===== src/design/sev_ram.sv =====
// Generic single-port-write, single-port-read RAM with registered read data.
`timescale 1ns / 1ps

module sev_ram #(
  parameter int WIDTH = 8,
  parameter int DEPTH = 16
) (
  input  logic                     clk,
  input  logic                     we,
  input  logic [$clog2(DEPTH)-1:0] waddr,
  input  logic [WIDTH-1:0]         wdata,
  input  logic [$clog2(DEPTH)-1:0] raddr,
  output logic [WIDTH-1:0]         rdata
);

  logic [WIDTH-1:0] mem [DEPTH];

  // Write port and registered read port.
  always_ff @(posedge clk) begin
    if (we) begin
      mem[waddr] <= wdata;
    end
    rdata <= mem[raddr];
  end

endmodule


===== config.mk =====
export PLATFORM = sky130hd
export DESIGN_NAME = sev_ram
export DESIGN_NICKNAME = d
export VERILOG_FILES = /design/src/design/sev_ram.sv
export SDC_FILE = /design/constraint.sdc
export NUM_CORES = 1
export LEC_CHECK = 0
export ABC_AREA = 1
export BUFFER_PORTS_ARGS = -buffer_cell sky130_fd_sc_hd__buf_4
export CAP_MARGIN = 25
export CORE_MARGIN = 5
export CORE_UTILIZATION = 45
export DETAILED_ROUTE_END_ITERATION = 10
export PLACE_DENSITY_LB_ADDON = 0.05
export SETUP_SLACK_MARGIN = 0.1
export SYNTH_ARGS = -nofsm -noshare
export SYNTH_HDL_FRONTEND = slang
export SYNTH_SLANG_ARGS = --single-unit

===== constraint.sdc =====
create_clock -name clk -period 1.6 [get_ports clk]
set_input_delay 0.08 -clock clk [delete_from_list [all_inputs] [get_ports clk]]
set_output_delay 0.08 -clock clk [all_outputs]
set_load 0.005 [all_outputs]

Word-level counts from Yosys, hierarchy flattened
Memory sizes are Yosys's and may differ from the RTL's. A register that Yosys moved wholly into a read port is not among the register bits.
Cells that the tools add are included.
{ "word_totals": {"output_inout_bits": 8, "ram_bits": 128, "regBits": 0, "memories": 1, "elab_cells": 3} }
{ "memory_table": {"columns": ["memory", "words", "word_bits", "rd", "rd_ports_with_merged_regs", "write_ports", "line_no", "text"], "rows": [
  ["mem", 16, 8, 1, 1, 1, "16", "logic [WIDTH-1:0] mem [DEPTH];"]
]} }
{ "op_classes": {"muxes": 2} }
{ "ops": {"columns": ["op", "n"], "rows": [
  ["1-bit two-way mux", 2]
]} }

Longest topological paths before layout
{ "depth": {"ltp_word": 2, "ltp_mapped": 8, "ltp_nobuf": 7} }

Worst setup path after synthesis
No wires, ideal clock.
{ "synth_path": {"path_kind": "input-to-reg", "startpoint": "in waddr[2]", "endpoint": "mem mem[10][0] (enable)", "path_stages": 2, "arrival_time_ps": 661, "n_path_buf": 0, "setup_slack_ps": 569, "t_required_ps": 1230, "cell_sequence": "nand3b_1 > nor2_1"} }
{ "synth_rtl": {"columns": ["item", "line_no", "text"], "rows": [
  ["start, declared", "10", "input logic [$clog2(DEPTH)-1:0] waddr,"],
  ["end, declared", "16", null]
]} }
Straight into the memory's write port.

==> out/metrics.yaml <==
timing:
  tns_ps: 0
  final-setup-viol-count: 0
  relSlewSlack: 0.6315
  grt_setup_unrepaired: "false"
  worst_slew_pin_slew_ps: 552.2
  clock_skew_ps: 8.424
  min_period_ps: 1065
  hold_viol_final: 0
  post-route-period-util: 0.6656
  clock.fmax_mhz: 939.0
  drv_slew: 0
clocking:
  numClockSinks: 136
  cts.clk_slew.worst_paths_ps: 60
  cts_buffer_depth: 2
  cts_root_buf: "clkbuf_16"
  clkLatencyLatePin_ps: 420
  cts_tree: "yes"
  cts-htree-levels: 4
  post_cts_resized: 0
  cts_inserted_buffers: 17
routing:
  postRouteAntennaNets: 0
  wl_per_cell_um: 16.78
  via_count: 3679
  drc: 0
  dr.pass1.iters: 4
  drt-initial-drc-count: 353
  wl_mm: 13.04
  via_per_inst: 4.735
grt:
  track_usage: 0.1915
  antenna_found_initial: 0
  grt_first_pass_wirelength_mm: 20.71
  grt-ovfl-total: 0
  grt_max_degree: 65
  grt_pass1_vias: 3663
setup_path:
  r2r_slack_ps: 540
  reg2reg_depth: 6
  critical_path_class: "reg -> reg"
  worstSetupStartpoint: "mem[2][2]"
  critPathArrivalTime_ps: 1370
  crit_chain: "inv_1 > nand2_1 > nand3_1 > nand3_1 > nand3_1 > nand2_1"
  critPathLaunchType: "flop"
  critical_path.max_fanout: 1
  cp_common_cell: "nand3_1"
  crit_slowest_cell: "edfxtp_1"
  r2r-end: "rdata[2]"
  endpoint_kind: "flop"
  reg2reg_from: "mem[2][2]"
  critPathCapture: "rdata[2]"
  max_stage_delay_ps: 360
  cp.required_ps: 1910
synthesis:
  synth_ff_type: "edfxtp_1"
  synth_common_cells: "nand2_1 (173), edfxtp_1 (128), inv_1 (100), nand3_1 (97), nor2_1 (17)"
  async_reset_ff_frac: 0
  synth_cells: 551
  post-synth-top-area-cell: "edfxtp_1"
  ys_ff_latch: 136
  synth_edf_count: 128
  synth_area_leaders: "edfxtp_1 (67%), nand2_1 (11%), nand3_1 (8.4%)"
  synth_top_area_frac: 0.6665
  synth_area_per_cell_um2: 10.47
  synth_nets: 569
  ys_types: 12
  synth_most_common_cell: "nand2_1"
  yosysSeqAreaShare: 0.6943
  synth_area_um2: 5767
  yosys_warnings: 0
final_layout:
  final.fill_count: 1152
  n_antenna_cell: 0
  multi_input_area_um2: 1214
  post-route-util: 0.5412
  drive_above_1_share: 0.1256
  nets: 610
  area_delta_synth_final_pct: 17.94
  register_area_um2: 4004
floorplan:
  rows: 41
  chipHeight_um: 123.2
  die_w_um: 123.2
  io-pin-count: 26
  die-area_um2: 15180
  initial_utilization: 0.4588
  core_um2: 12570
run_status:
  outcome: "complete, no violations"
placement:
  gp_congestion: 0.8274
  portBuffers: 25
  dpl.hpwl_mm: 7.968
job:
  cap_violations: 0
power_and_ir_drop:
  p_leak_nw: 2.956
  power_density_nw_per_um2: 1243
  ir_worst_vdd_mv: 0.7525
min_path:
  hold_class: "in -> reg"
  holdPathStages: 1
final cells by class:
type | count | share of cell area
multi-input combinational | 289 | 0.1784
clock buffer | 23 | 0.07027
timing repair buffer | 46 | 0.05666
sequential | 136 | 0.5887
clock inverter | 9 | 0.01803
tap | 172 | 0.03164
inverter | 102 | 0.05629
logic make-up (layout without fill, tap and decap cells):
| logic type | Yosys count | count (layout) | synth area share |
|---|---|---|---|
| and+or+nand+nor | 289 | 289 | 0.2105 |
| DFF | 136 | 136 | 0.6943 |
| buffers and inverters | 126 | 180 | 0.09525 |
power by group:
| part | internal, mW | total, mW | switching, mW |
|---|---|---|---|
| clock | 2.56 | 3.93 | 1.37 |
| combinational | 0.173 | 0.510 | 0.338 |
| sequential | 3.98 | 4.01 | 0.0254 |
registers in the layout (all words and copies together) (netlist names):
| register | cells |
|---|---|
| rdata | 8 |
| mem | 128 |
layer usage:
metal,routed length [µm],vias up,share of wire,GRT usage
li1,-,1854,-,-
met1,5971,1728,0.46,0.2565
met2,6210,76,0.48,0.3031
met3,591,21,0.045,0.04209
met4,265,0,0.020,0.08028
met5,0,-,0,0
stage by stage:
step / hold slack [ps] / total power [mW] / instances / setup slack [ps] / cell area [µm²]
after floorplan: 178.9 / 4.359 / 551 / 569.2 / 5767
after global placement: 397.8 / 4.596 / 744 / 256.1 / 6191
after detailed placement: 408.0 / 4.600 / 744 / 270.0 / 6191
after CTS: 1.283 / 8.529 / 777 / 539.2 / 6802
after global routing: 4.060 / 8.775 / 777 / 489.3 / 6802
final: 10.18 / 8.451 / 777 / 535.0 / 6802
worst max-delay path: cells and delay by family, from the launching register on:
| family | cells | cell delay [ps] |
|---|---|---|
| flip-flops | 1 | 360 |
| buffers and inverters | 1 | 70 |
| AND/OR/NAND/NOR | 5 | 540 |
repair_timing:
action,4_1_cts,5_1_grt
hold buffers,1,0
setup buffers,0,0
hold endpoints to repair,5,0
worst min-delay path by stage:
stage	end	slack [ps]	from
4_1_cts	mem[14][0]	1	wdata[0]
2_1_floorplan	mem[0][0]	180	wdata[0]
3_3_place_gp	rdata[6]	400	raddr[3]
3_5_place_dp	rdata[4]	410	raddr[3]
6_report	mem[12][0]	10	wdata[0]
5_1_grt	mem[12][0]	4	wdata[0]
placed cells by master, fill, tap and decap left out:
master and n:
nand3b_1 2, clkinv_2 5, nand2_1 173, nor2_1 17, nand3_1 97, clkbuf_1 3, inv_1 100, dlygate4sd3_1 1
clkbuf_16 17, buf_12 3, edfxtp_1 128, inv_2 2, dfxtp_1 8, bufinv_16 3, clkinvlp_4 1, clkbuf_8 3
buf_4 42
Note: power is estimated with default switching activity, not from simulation.
