===== config.mk =====
export PLATFORM = sky130hd
export DESIGN_NAME = sev_mul
export DESIGN_NICKNAME = d
export VERILOG_FILES = /design/src/design/sev_pkg.sv /design/src/design/sev_mul.sv
export SDC_FILE = /design/constraint.sdc
export NUM_CORES = 1
export LEC_CHECK = 0
export BUFFER_PORTS_ARGS = -buffer_cell sky130_fd_sc_hd__buf_2
export CAP_MARGIN = 20
export CORE_ASPECT_RATIO = 0.6
export CORE_MARGIN = 2
export CORE_UTILIZATION = 59
export DETAILED_ROUTE_END_ITERATION = 6
export PLACE_DENSITY = 0.79
export SLEW_MARGIN = 10
export SYNTH_ARGS = -nofsm -noshare
export SYNTH_HDL_FRONTEND = slang
export SYNTH_SLANG_ARGS = --single-unit
export TNS_END_PERCENT = 1

===== constraint.sdc =====
create_clock -name clk -period 7.3 [get_ports clk]
set_clock_uncertainty 0.05 [all_clocks]
set_input_delay 1.46 -clock clk [delete_from_list [all_inputs] [get_ports clk]]
set_output_delay 1.46 -clock clk [all_outputs]
set_load 0.01 [all_outputs]

===== src/design/sev_pkg.sv =====
// Shared types and constants of the eddy viscosity stencil block.
`timescale 1ns / 1ps

package sev_pkg;

  // One voxel request of the raster stream.
  typedef struct packed {
    logic signed [31:0] vel_u;
    logic signed [31:0] vel_v;
    logic signed [31:0] vel_w;
    logic [15:0]        cell_coef;
    logic               block_end;
  } sev_in_t;

  // One result per interior cell.
  typedef struct packed {
    logic [30:0]        eddy_viscosity;
    logic signed [31:0] lap_u;
    logic signed [31:0] lap_v;
    logic signed [31:0] lap_w;
    logic               last_cell;
  } sev_out_t;

  // Configuration register indexes.
  localparam logic [7:0] CFG_CS_SQUARED     = 8'd0;
  localparam logic [7:0] CFG_SPACING        = 8'd1;
  localparam logic [7:0] CFG_INV_SPACING_SQ = 8'd2;
  localparam logic [7:0] CFG_USE_CELL_COEF  = 8'd3;

  // Register reset values.
  localparam logic [15:0] CS_SQUARED_RST     = 16'd2621;
  localparam logic [31:0] SPACING_RST        = 32'd65536;
  localparam logic [31:0] INV_SPACING_SQ_RST = 32'd65536;

  // History word: coefficient and the three velocities.
  localparam int WORD_W = 112;

  // Shared digit-serial multiplier.
  localparam int MUL_AW    = 48;
  localparam int MUL_BW    = 36;
  localparam int MUL_DW    = 9;
  localparam int MUL_PW    = 84;
  localparam int MUL_STEPS = 4;
  localparam int MUL_CW    = 2;

  // Strain sum, root and Laplacian magnitude widths.
  localparam int STRAIN_W = 70;
  localparam int ROOT_W   = 35;
  localparam int REM_W    = 38;
  localparam int SQ_W     = 34;
  localparam int LMAG_W   = 35;

  // Multiply request from the sequencer.
  typedef struct packed {
    logic              start;
    logic [MUL_AW-1:0] a;
    logic [MUL_BW-1:0] b;
  } mul_req_t;

endpackage


===== src/design/sev_mul.sv =====
// Shared digit-serial multiplier, nine bits of the second operand per cycle.
`timescale 1ns / 1ps

module sev_mul (
  input  logic                      clk,
  input  logic                      rst,
  input  sev_pkg::mul_req_t         req,
  output logic                      done,
  output logic [sev_pkg::MUL_PW-1:0] prod
);

  logic                               busy;
  logic [sev_pkg::MUL_CW-1:0]         cnt;
  logic [sev_pkg::MUL_AW-1:0]         a_r;
  logic [sev_pkg::MUL_BW-1:0]         b_r;
  logic [sev_pkg::MUL_PW-1:0]         acc;
  logic [sev_pkg::MUL_AW+sev_pkg::MUL_DW-1:0] pp;

  // Partial product of the top digit.
  assign pp   = a_r * b_r[sev_pkg::MUL_BW-1 -: sev_pkg::MUL_DW];
  assign prod = acc;

  // Control: busy while the digits are processed, then a done pulse.
  always_ff @(posedge clk) begin
    if (rst) begin
      busy <= 1'b0;
      done <= 1'b0;
      cnt  <= '0;
    end else begin
      done <= 1'b0;
      if (req.start) begin
        busy <= 1'b1;
        cnt  <= '0;
      end else if (busy) begin
        cnt <= cnt + 1'b1;
        if (cnt == sev_pkg::MUL_CW'(sev_pkg::MUL_STEPS - 1)) begin
          busy <= 1'b0;
          done <= 1'b1;
        end
      end
    end
  end

  // Datapath: shift the accumulator by one digit and add the partial product.
  always_ff @(posedge clk) begin
    if (req.start) begin
      a_r <= req.a;
      b_r <= req.b;
      acc <= '0;
    end else if (busy) begin
      acc <= {acc[sev_pkg::MUL_PW-sev_pkg::MUL_DW-1:0], {sev_pkg::MUL_DW{1'b0}}} +
             sev_pkg::MUL_PW'(pp);
      b_r <= {b_r[sev_pkg::MUL_BW-sev_pkg::MUL_DW-1:0], {sev_pkg::MUL_DW{1'b0}}};
    end
  end

endmodule


Yosys cells after proc, flatten, opt, wreduce, memory -nomap -nowiden
Cells that the tools add are included.
{"block": "totals", "ramBits": 0, "output_inout_bits": 85, "register_bits": 172, "elab_cells": 20, "n_memories": 0, "latchBits": 0, "inputBits": 87, "rom_bits": 0}
{"block": "classes", "shift": 0, "n_mux": 6, "add_sub_neg": 2, "n_bitwise": 1, "reduce_logical": 3, "n_lt_le_gt_ge": 0, "n_mul": 1, "n_eq_ne": 1, "div_mod_pow": 0}
{"operator": "84-bit by 57-bit adder with 84-bit output", "n": 1}
{"operator": "36-bit 2-to-1 mux", "n": 2}
{"operator": "48-bit by 9-bit multiplier with 57-bit output", "n": 1}
{"operator": "1-bit 2-to-1 mux", "n": 4}
{"operator": "3-bit OR reduction", "n": 1}
{"operator": "2-bit by 1-bit adder with 2-bit output (second input constant)", "n": 1}
{"operator": "2-bit equality test (second input constant)", "n": 1}
{"operator": "2-bit nonzero test", "n": 1}
{"operator": "2-bit OR reduction", "n": 1}
{"operator": "1-bit inverter", "n": 1}

Depth between registers and ports, before layout
{"block": "logic_depth", "word_depth": 4, "depth_mapped": 24, "depth_no_buf": 21}

Worst setup path after synthesis
OpenSTA, ideal clock, no wires.
{"block": "synth_timing", "path_type": "flip-flop to flip-flop", "start": "reg b_r[27] (netlist name)", "end": "reg acc, in the netlist prod[80]", "arrival_ns": 6.126, "stages_incl_launch_ff": 23, "slack_ns": 1.039, "path_buffers": 4, "required_ns": 7.164, "cell_sequence": "edfxtp_1 -> clkbuf_1 -> buf_1 -> nand2_1 -> fa_1 -> inv_1 -> fa_1 -> fa_1 -> fa_1 -> inv_1 -> fa_1 -> inv_1 -> ha_1 -> clkbuf_1 -> and3_1 -> nand4_1 -> nor4_1 -> a21bo_1 -> a2111o_1 -> buf_6 -> a2111oi_4 -> xnor2_1 -> a211oi_1"}
{"block": "synth_between", "elab_chain_cells": 2}
{"element": "start, declared", "line": "sev_mul.sv:15", "rtl": "logic [sev_pkg::MUL_BW-1:0] b_r;"}
{"element": "start signal, assigned", "line": "sev_mul.sv:48", "rtl": "b_r <= req.b;"}
{"element": "start signal, assigned", "line": "sev_mul.sv:53", "rtl": "b_r <= {b_r[sev_pkg::MUL_BW-sev_pkg::MUL_DW-1:0], {sev_pkg::MUL_DW{1'b0}}};"}
{"element": "48-bit by 9-bit multiplier with 57-bit output", "line": "sev_mul.sv:20", "rtl": "assign pp = a_r * b_r[sev_pkg::MUL_BW-1 -: sev_pkg::MUL_DW];"}
{"element": "84-bit by 57-bit adder with 84-bit output", "line": "sev_mul.sv:51", "rtl": "acc <= {acc[sev_pkg::MUL_PW-sev_pkg::MUL_DW-1:0], {sev_pkg::MUL_DW{1'b0}}} +"}
{"element": "end signal, assigned", "line": "sev_mul.sv:51"}
{"element": "end, declared", "line": "sev_mul.sv:16", "rtl": "logic [sev_pkg::MUL_PW-1:0] acc;"}
No other way between the ends.
A chain may end at the register's enable or synchronous reset.

Worst setup path in the final report
{"block": "layout_timing", "start": "reg b_r[31] (netlist name)", "end": "reg acc, in the netlist prod[72]"}
The elaborated chain is that of the path after synthesis.

==> impl_metrics.yaml <==
hold_path:
  min_to: "prod[76]"
  hold_start: "prod[76]"
  whs_path_depth: 2
  min_path_type: "reg2reg"
detailed_routing:
  drcViolationCount: 0
  ant_nets: 0
  via_per_inst: 5.737
  routed-via-count: 16140
  drt_iter0_drc: 1392
  wl_mm: 55.42
  routedWlPerCell_um: 19.69
  drt_pass1_iterations: 5
timing:
  final_max_slew_viol_count: 0
  post-route-period-util: 0.9332
  worst_slew_pin_slew_ns: 0.7554
  max_slew_margin: 0.4964
  rsz0062_at_grt: "no"
  timing_hold_violations_final: 0
  fmax_ghz: 0.1468
  finalSetupViolations: 0
  fin_setup_tns_ns: 0
  min_period_ns: 6.812
critical_path:
  path_common_cell: "fa_1"
  r2r.worst_path.cells: 20
  cp_data_required_time_ns: 7.56
  r2r-start: "b_r[31]"
  r2r-end: "prod[72]"
  cp.buffers_inverters: 4
  crit_fanout: 48
  crit_type: "reg2reg"
  critical_path.cell_chain: "buf_4, and2_1, fa_1, fa_1, fa_1, fa_1, inv_1, fa_1, inv_1, ha_1, a21oi_1, o21ai_1, a31oi_1, a2111o_1, a21bo_1, a2111o_1, buf_4, a2111oi_4, xnor2_1, o21ai_0"
  cp_slowest_cell: "fa_1"
  rrSetupSlack_ns: 0.49
  arrival_ns: 7.07
  crit_family: "adder cells"
  slowest_delay_ns: 0.56
  cp-end-kind: "register"
  worstSetupStartpointType: "register"
synth:
  ys_warn_count: 0
  ys.flop_type: "dfxtp_1"
  synth_cells: 2207
  synth.distinct_cells: 68
  ys_ff_latch: 172
  ys_seq_area_frac: 0.2018
  synth_edf_count: 84
  postSynthAreaPerCell_um2: 9.618
  synth-async-reset-ratio: 0
  syn_nets: 2754
  synth_area_um2: 21230
outcome:
  status: "completed"
die:
  io_pins: 172
  core_area_um2: 35210
  die_x_um: 248.9
  rows: 53
  die-area_um2: 37560
  dieHeight_um: 150.9
  start_util: 0.6028
cts:
  clk_path_buf_depth: 2
  postCtsResizedCells: 0
  cts-buffers-inserted: 17
  htree_num_levels: 4
  clock-sinks: 172
  post_cts_buffers: 0
  path_clk_slew_ns: 0.07
  cts_tree: "done"
  cts-root-buf: "clkbuf_16"
  clk_latency_ns: 0.47
  ctsHoldBuffers: 0
finish:
  nNetsFinal: 2881
  drive_gt1_frac: 0.1193
  area_delta_synth_final_pct: 9.248
  antenna_cells: 0
grt:
  grt_use_total: 0.3145
  antenna_found_initial: 1
  grt_max_degree: 86
  grt_overflow: 0
  grt_pass1_vias: 16850
  grt_pass1_wl_mm: 91.36
place:
  place.gp.congestion: 0.9504
  io_buffers: 171
  dpl.hpwl_mm: 42.73
job:
  drv_cap: 0
## worst max-delay path by stage
stage / from / to / slack [ns] / cells past startpoint
CTS: b_r[31] / prod[72] / 0.54 / 20
floorplan: b_r[27] / prod[80] / 1.04 / 22
finish: b_r[31] / prod[72] / 0.49 / 20
global route: b_r[31] / prod[72] / 0.15 / 20
detailed placement: b_r[31] / prod[72] / 0.57 / 20
global placement: b_r[31] / prod[72] / 0.76 / 19
## cell usage after synthesis, types with 4 or more instances
cell,number,area share
and2_1,276,0.081
o211ai_1,7,0.0025
buf_1,11,0.0019
nand3_1,25,0.0059
xnor2_1,48,0.020
mux2_2,27,0.014
a211o_1,5,0.0021
o22ai_1,13,0.0038
mux2i_1,29,0.014
inv_1,364,0.064
o21bai_1,14,0.0050
nand3b_1,5,0.0018
a31oi_1,9,0.0027
a21oi_1,88,0.021
clkbuf_1,78,0.014
nor2_1,81,0.014
a21o_1,21,0.0074
fa_1,371,0.35
buf_4,4,0.0014
ha_1,89,0.052
nand2b_1,5,0.0015
a211oi_1,33,0.012
o21a_1,12,0.0042
or3_1,5,0.0015
edfxtp_1,84,0.12
nand4_1,21,0.0062
and3_1,11,0.0032
nor2b_1,5,0.0015
a21boi_0,6,0.0021
nor3_1,18,0.0042
dfxtp_1,88,0.083
nand2_1,239,0.042
buf_2,4,0.00094
xor2_1,14,0.0058
o21ai_0,49,0.012
## cell families (layout without fill, tap and decap cells)
group                    Yosys count  after routing  share of synthesized area
XOR/XNOR                          62             62                    0.02558
AND/OR/NAND/NOR                  705            705                     0.1688
adder cells (fa/ha/maj)          460            460                     0.4023
buffers and inverters            465            605                    0.08387
multiplexers                      56             56                    0.02800
flip-flops                       172            172                     0.2018
AO/OA/AOI/OAI                    287            287                    0.08965
## registers in the layout (all words and copies together) (netlist names)
name and cells:
prod 84, done 1, b_r 36, busy 1, a_r 48, cnt 2
## cell type report
type | count | area [um^2]
multi-input combinational | 1570 | 15160
fill | 2803 | 12020
sequential | 172 | 4288
inverter | 364 | 1366
timing repair buffer | 209 | 1197
tap | 467 | 584.3
clock buffer | 18 | 429.2
clock inverter | 14 | 162.7
## layer usage
metal  vias up  GRT usage  part of all wire
li1       7225          -                 -
met1      8062     0.4540              0.44
met2       781     0.4702              0.43
met3        74    0.09332              0.11
met4         2    0.07455             0.019
met5         -          0           0.00018
## worst register-to-register path, delay by kind of cell (launching register included)
kind | cells | cell delay [ns]
flops | 1 | 0.32
xor+xnor | 1 | 0.19
buf+inv | 4 | 0.84
compound gates | 8 | 2.16
fa+ha+maj | 6 | 2.83
simple gates | 1 | 0.30
## layout by cell type, fill, tap and decap left out, types with 29 or more instances in the layout
| master | count |
|---|---|
| a211oi_1 | 33 |
| nor2_1 | 81 |
| inv_1 | 363 |
| edfxtp_1 | 84 |
| buf_4 | 34 |
| dfxtp_1 | 87 |
| o21ai_0 | 49 |
| a21oi_1 | 88 |
| buf_2 | 170 |
| xnor2_1 | 48 |
| mux2i_1 | 29 |
| and2_1 | 276 |
| ha_1 | 89 |
| fa_1 | 371 |
| nand2_1 | 239 |
## per-stage QoR
stage | instances | hold WS, ns | instance area (um^2) | worst slack, ns | util
6_report | 2814 | 0.4359 | 23190 | 0.4879 | 0.6586
4_1_cts | 2814 | 0.4339 | 23190 | 0.5418 | 0.6586
3_5_place_dp | 2782 | 0.4247 | 22600 | 0.5691 | 0.6418
3_3_place_gp | 2782 | 0.4232 | 22600 | 0.7572 | 0.6418
2_1_floorplan | 2207 | 0.4470 | 21230 | 1.039 | -
5_1_grt | 2814 | 0.4598 | 23190 | 0.1486 | 0.6586
Power is not shown: default switching activity piles up to over one toggle a cycle in this logic, so the estimate is an artifact.
